$ cat src/hw/rtl/pcbp_pkg.sv
// pcbp_pkg: types, constants and codes shared by the prefix-code bit packer.
// No dependencies; imported by pcbp_front, pcbp_back and the top level.

package pcbp_pkg;

   localparam int TABLE_DEPTH_DEF  = 4096;
   localparam int MAX_CODE_LEN_DEF = 24;

   localparam int OP_W    = 2;
   localparam int IDX_W   = 12;
   localparam int SYM_W   = 16;
   localparam int NBYTE_W = 2;
   localparam int CODE_W  = 24;
   localparam int LEN_W   = 5;
   localparam int KEY_W   = 17;
   localparam int BYTE_W  = 8;
   localparam int PEND_W  = 7;
   localparam int CNT_W   = 3;
   localparam int ACC_W   = 32;
   localparam int BUF_W   = 24;

   // command queue between front and back; depth must be a power of two
   localparam int Q_DEPTH = 2;
   localparam int Q_AW    = 1;

   localparam logic [OP_W-1:0]    OP_LOAD   = 2'd0;
   localparam logic [OP_W-1:0]    OP_ENCODE = 2'd1;
   localparam logic [OP_W-1:0]    OP_FLUSH  = 2'd2;
   localparam logic [NBYTE_W-1:0] TWO_BYTES = 2'd2;

   typedef enum logic [1:0] {
      CMD_LOAD,
      CMD_ENCODE,
      CMD_FLUSH
   } cmd_kind_type;

   typedef struct packed {
      cmd_kind_type      kind;
      logic [IDX_W-1:0]  index;
      logic [KEY_W-1:0]  key;
      logic [CODE_W-1:0] code;
      logic [LEN_W-1:0]  length;
   } cmd_type;

   typedef struct packed {
      logic    valid;
      cmd_type cmd;
   } q_head_type;

   typedef struct packed {
      logic clearing;
      logic pop;
   } back_status_type;

   typedef struct packed {
      logic              valid;
      logic [KEY_W-1:0]  key;
      logic [CODE_W-1:0] code;
      logic [LEN_W-1:0]  length;
   } entry_type;

   typedef enum logic [2:0] {
      ST_CLEAR,
      ST_IDLE,
      ST_SEARCH,
      ST_PACK,
      ST_EMIT
   } state_type;

endpackage

$ cat src/hw/rtl/pcbp_front.sv
// pcbp_front: accepts request items, classifies and normalises them, and
// queues the resulting commands for the back end. Depends on pcbp_pkg.

module pcbp_front import pcbp_pkg::*; #(
   parameter int TABLE_DEPTH  = TABLE_DEPTH_DEF,
   parameter int MAX_CODE_LEN = MAX_CODE_LEN_DEF
) (
   input  logic                  clock,
   input  logic                  reset,
   input  logic                  req_valid,
   output logic                  req_stall,
   input  logic [OP_W-1:0]       req_operation,
   input  logic [IDX_W-1:0]      req_entry_index,
   input  logic [SYM_W-1:0]      req_symbol_key,
   input  logic [NBYTE_W-1:0]    req_symbol_bytes,
   input  logic [CODE_W-1:0]     req_code_bits,
   input  logic [LEN_W-1:0]      req_code_length,
   input  back_status_type       status,
   output q_head_type            q_head
);

   cmd_type            cmd;
   logic               keep;
   logic               push;
   logic [LEN_W-1:0]   len_sat;
   logic [CODE_W:0]    code_mask;

   cmd_type            q_mem [Q_DEPTH];
   logic [Q_AW-1:0]    wr_ptr_ff, wr_ptr_in;
   logic [Q_AW-1:0]    rd_ptr_ff, rd_ptr_in;
   logic [Q_AW:0]      count_ff, count_in;

   always_comb begin
      len_sat = (32'(req_code_length) > 32'(MAX_CODE_LEN)) ?
                LEN_W'(MAX_CODE_LEN) : req_code_length;
      code_mask = ((CODE_W+1)'(1) << len_sat) - (CODE_W+1)'(1);

      cmd.index  = req_entry_index;
      cmd.length = len_sat;
      cmd.code   = req_code_bits & code_mask[CODE_W-1:0];
      if (req_symbol_bytes == TWO_BYTES) begin
         cmd.key = {1'b1, req_symbol_key};
      end else begin
         cmd.key = {{(KEY_W-BYTE_W){1'b0}}, req_symbol_key[BYTE_W-1:0]};
      end

      cmd.kind = CMD_LOAD;
      keep     = 1'b0;
      case (req_operation)
         OP_LOAD: begin
            cmd.kind = CMD_LOAD;
            keep     = 32'(req_entry_index) < 32'(TABLE_DEPTH);
         end
         OP_ENCODE: begin
            cmd.kind = CMD_ENCODE;
            keep     = 1'b1;
         end
         OP_FLUSH: begin
            cmd.kind = CMD_FLUSH;
            keep     = 1'b1;
         end
         default: begin
            keep = 1'b0;
         end
      endcase
   end

   assign req_stall = status.clearing || (count_ff == (Q_AW+1)'(Q_DEPTH));
   assign push      = req_valid && !req_stall && keep;

   always_comb begin
      wr_ptr_in = push ? wr_ptr_ff + 1'b1 : wr_ptr_ff;
      rd_ptr_in = status.pop ? rd_ptr_ff + 1'b1 : rd_ptr_ff;
      count_in  = count_ff + (Q_AW+1)'(push) - (Q_AW+1)'(status.pop);
   end

   always_ff @(posedge clock) begin
      if (reset) begin
         wr_ptr_ff <= '0;
         rd_ptr_ff <= '0;
         count_ff  <= '0;
      end else begin
         wr_ptr_ff <= wr_ptr_in;
         rd_ptr_ff <= rd_ptr_in;
         count_ff  <= count_in;
      end
   end

   always_ff @(posedge clock) begin
      if (push) begin
         q_mem[wr_ptr_ff] <= cmd;
      end
   end

   assign q_head.valid = (count_ff != '0);
   assign q_head.cmd   = q_mem[rd_ptr_ff];

endmodule

$ cat config.mk
export PLATFORM = sky130hd
export DESIGN_NAME = pcbp_front
export DESIGN_NICKNAME = d
export VERILOG_FILES = /design/src/hw/rtl/pcbp_pkg.sv /design/src/hw/rtl/pcbp_front.sv
export SDC_FILE = /design/constraint.sdc
export NUM_CORES = 1
export LEC_CHECK = 0
export ABC_AREA = 1
export BUFFER_PORTS_ARGS = -buffer_cell sky130_fd_sc_hd__buf_2
export CAP_MARGIN = 20
export CORE_UTILIZATION = 40
export CTS_BUF_LIST = sky130_fd_sc_hd__clkbuf_16
export DETAILED_ROUTE_END_ITERATION = 10
export PLACE_DENSITY = 0.68
export SETUP_SLACK_MARGIN = 0.4
export SLEW_MARGIN = 10
export SYNTH_ARGS = -nofsm -noshare
export SYNTH_HDL_FRONTEND = slang
export SYNTH_SLANG_ARGS = --single-unit
$ cat constraint.sdc
create_clock -name clock -period 7.3 [get_ports clock]
set_clock_uncertainty 0.15 [all_clocks]
set_input_delay 1.46 -clock clock [delete_from_list [all_inputs] [get_ports clock]]
set_output_delay 1.46 -clock clock [all_outputs]
set_load 0.1 [all_outputs]
==> out/results.ini <==
[status]
outcome = completed

[yosys]
synth_compound_area_share_pct = 1.18
yosys.area_share.simple_pct = 12.9
synth_area_leaders = edfxtp_1, mux2_2, nor2_1
syn_area_um2 = 5500
ys.flop_type = edfxtp_1
ys_ff_latch = 125
synth_top_area_share_pct = 65.5
yosys-top-cells-count = edfxtp_1, mux2_2, nor2_1
syn_area_per_cell_um2 = 13.4
async_flop_share_pct = 0
synth_adder_area_share_pct = 0.683
yosys-mux-area-fraction_pct = 12.3
ys_seq_area_share_pct = 67.4
yosys.area.top_type = edfxtp_1
synth-xor-area-share_pct = 0.637
synth_top_family_by_area = simple AND/OR/NAND/NOR gates
synth_warnings = 0
yosysMostFrequentCell = edfxtp_1
synth_cell_types = 35
syn_nets = 479
synth_edf_count = 120
synthesis.instances = 410

[floorplanning]
start_util_pct = 41.2
dieHeight_um = 119
num_io_pins = 128
num_rows = 42
core-area_um2 = 13300
die_w_um = 119
die_area_um2 = 14200

[worst_setup_path]
critical_path.cell_chain = buf_4 > mux2_2 > buf_2
crit_path_max_incr_delay_ns = 0.63
cp-start-kind = flip-flop
end_kind = output port
r2r_cells = 5
crit_arrival_ns = 2.38
required_ns = 5.69
endpoint = q_head[4]
crit_slowest_cell = dfxtp_2
reg2reg_slack_ns = 4.92
critical_path_class = flip-flop to output port
r2r_end = q_mem[1][15]
cp_max_fo = 41
reg2reg_from = count_ff[0]

[drt]
drc_errors = 0
vias_per_cell = 4.78
drt_first_pass_iters = 4
via_count = 3511
final_antenna_net_count = 0
wl_met1_um = 5010
drt_iter0_drc = 228
top_layer = met4
routedWlPerCell_um = 15.3
routed-wl-met3_um = 662
wl_um = 11200
met2WireLength_um = 5400

[clocking]
cts_tree = built
clockBufferDepth = 2
cts_resized = 0
postCtsSetupBuffers = 0
cts-buffers-inserted = 17
clk_latency_ns = 0.40
clk_pin_slew_ns = 0.06
htree_levels = 4
clock_sinks = 125
cts_hold_buffers = 0
cts_root_buf = clkbuf_16

[sta]
hold_viol_final = 0
post-route-min-period_ns = 3.99
drv_slew = 0
finalCritPeriodShare_pct = 54.6
setup_viol = 0
rsz0062_at_grt = no
slew_headroom_pct = 40.9
setup_tns_ns = 0
tightest_slew_ns = 0.886
fmax_mhz = 251

[placed_design]
dp.final_hpwl_um = 7750
place_congestion = 0.838
port_buffers = 127
place_area_um2 = 6320

[cells_and_area]
final_cell_area_um2 = 6940
finalNetCount = 614
utilization_pct = 52.0
n_antenna_cell = 0
syn_to_final_growth_pct = 26.2
drive_above_1_share_pct = 44.6

[global_routing]
antenna_found_initial = 0
grt_use_total_pct = 16.7
grt_pass1_wl_um = 17700
grt_overflow_total = 0
grt_max_degree = 61
grt_pass1_vias = 3536

[pwr]
power.leakage_nw = 2.89
ir_drop_uv = 139
p_per_area_nw_per_um2 = 306

[hold_path]
min-delay-start = rd_ptr_ff
hp-class = flip-flop to flip-flop

[flow_run]
maxCapViolCount = 0

-- metal layers --
metal	vias up	global-route usage, %
met3	12	4.65
met1	1683	21.1
met4	0	6.41
met2	107	27.3
met5	-	0
li1	1709	-
-- worst min path at each step --
stage | endpoint | slack, ns | cells after the start
6_report | rd_ptr_ff | 0.36 | 2
5_1_grt | rd_ptr_ff | 0.41 | 2
4_1_cts | rd_ptr_ff | 0.37 | 2
3_5_place_dp | rd_ptr_ff | 0.36 | 2
3_3_place_gp | rd_ptr_ff | 0.35 | 2
2_1_floorplan | flip-flop | 0.33 | 2
-- through the flow --
| stage | cells | worst slack [ns] | hold WS, ns | total power (W) |
|---|---|---|---|---|
| floorplan | 410 | 2.39 | 0.330 | 0.00120 |
| global placement | 702 | 3.65 | 0.348 | 0.00127 |
| detailed placement | 702 | 3.64 | 0.357 | 0.00127 |
| CTS | 734 | 3.23 | 0.371 | 0.00214 |
| global route | 734 | 3.18 | 0.407 | 0.00219 |
| finish | 734 | 3.31 | 0.364 | 0.00212 |
-- registers in the layout (all words and copies together) (netlist names), named ones only --
name and count:
rd_ptr_ff 1, count_ff 2, q_mem 120, wr_ptr_ff 1
-- layout by cell type (no fill, tap or decap), types with 3 or more instances in the layout --
cell,Yosys,final
a21oi_1,5,5
buf_2,2,127
buf_4,1,3
bufinv_16,0,4
clkbuf_16,0,17
clkinv_1,1,3
clkinvlp_4,0,3
dfxtp_1,5,4
edfxtp_1,120,120
ha_1,3,3
inv_1,47,47
inv_2,3,3
mux2_2,60,60
nand2_1,38,38
nand2_2,8,8
nand3_1,11,11
nand3_2,3,3
nand4_1,6,6
nand4_2,5,5
nor2_1,50,48
nor2_4,2,4
nor3_1,8,8
nor3b_1,3,3
-- final cells by class --
type | instances | area (µm²)
Multi-Input combinational cell | 219 | 1540
Fill cell | 1162 | 6410
Inverter | 52 | 198
Clock buffer | 17 | 425
Clock inverter | 15 | 195
Timing Repair Buffer | 130 | 658
Sequential cell | 125 | 3700
Tap cell | 176 | 220
-- worst max-delay path, delay by kind of cell, from the launching register on --
kind     cells  cell delay, ns
buf+inv      2            0.88
flops        1            0.63
mux          1            0.43
-- cells by family after synthesis --
family	Yosys count
AO/OA/AOI/OAI	11
XOR/XNOR	4
adder cells (fa/ha/maj)	3
buffers and inverters	66
flip-flops	125
multiplexers	60
AND/OR/NAND/NOR	141
-- where the power goes --
group | internal (W) | switching [W] | total (W)
clock | 0.000570 | 0.000299 | 0.000868
combinational | 0.0000868 | 0.000335 | 0.000421
sequential | 0.000821 | 0.0000100 | 0.000831
total | 0.00148 | 0.000643 | 0.00212
Note: power is estimated with default switching activity, not from simulation.
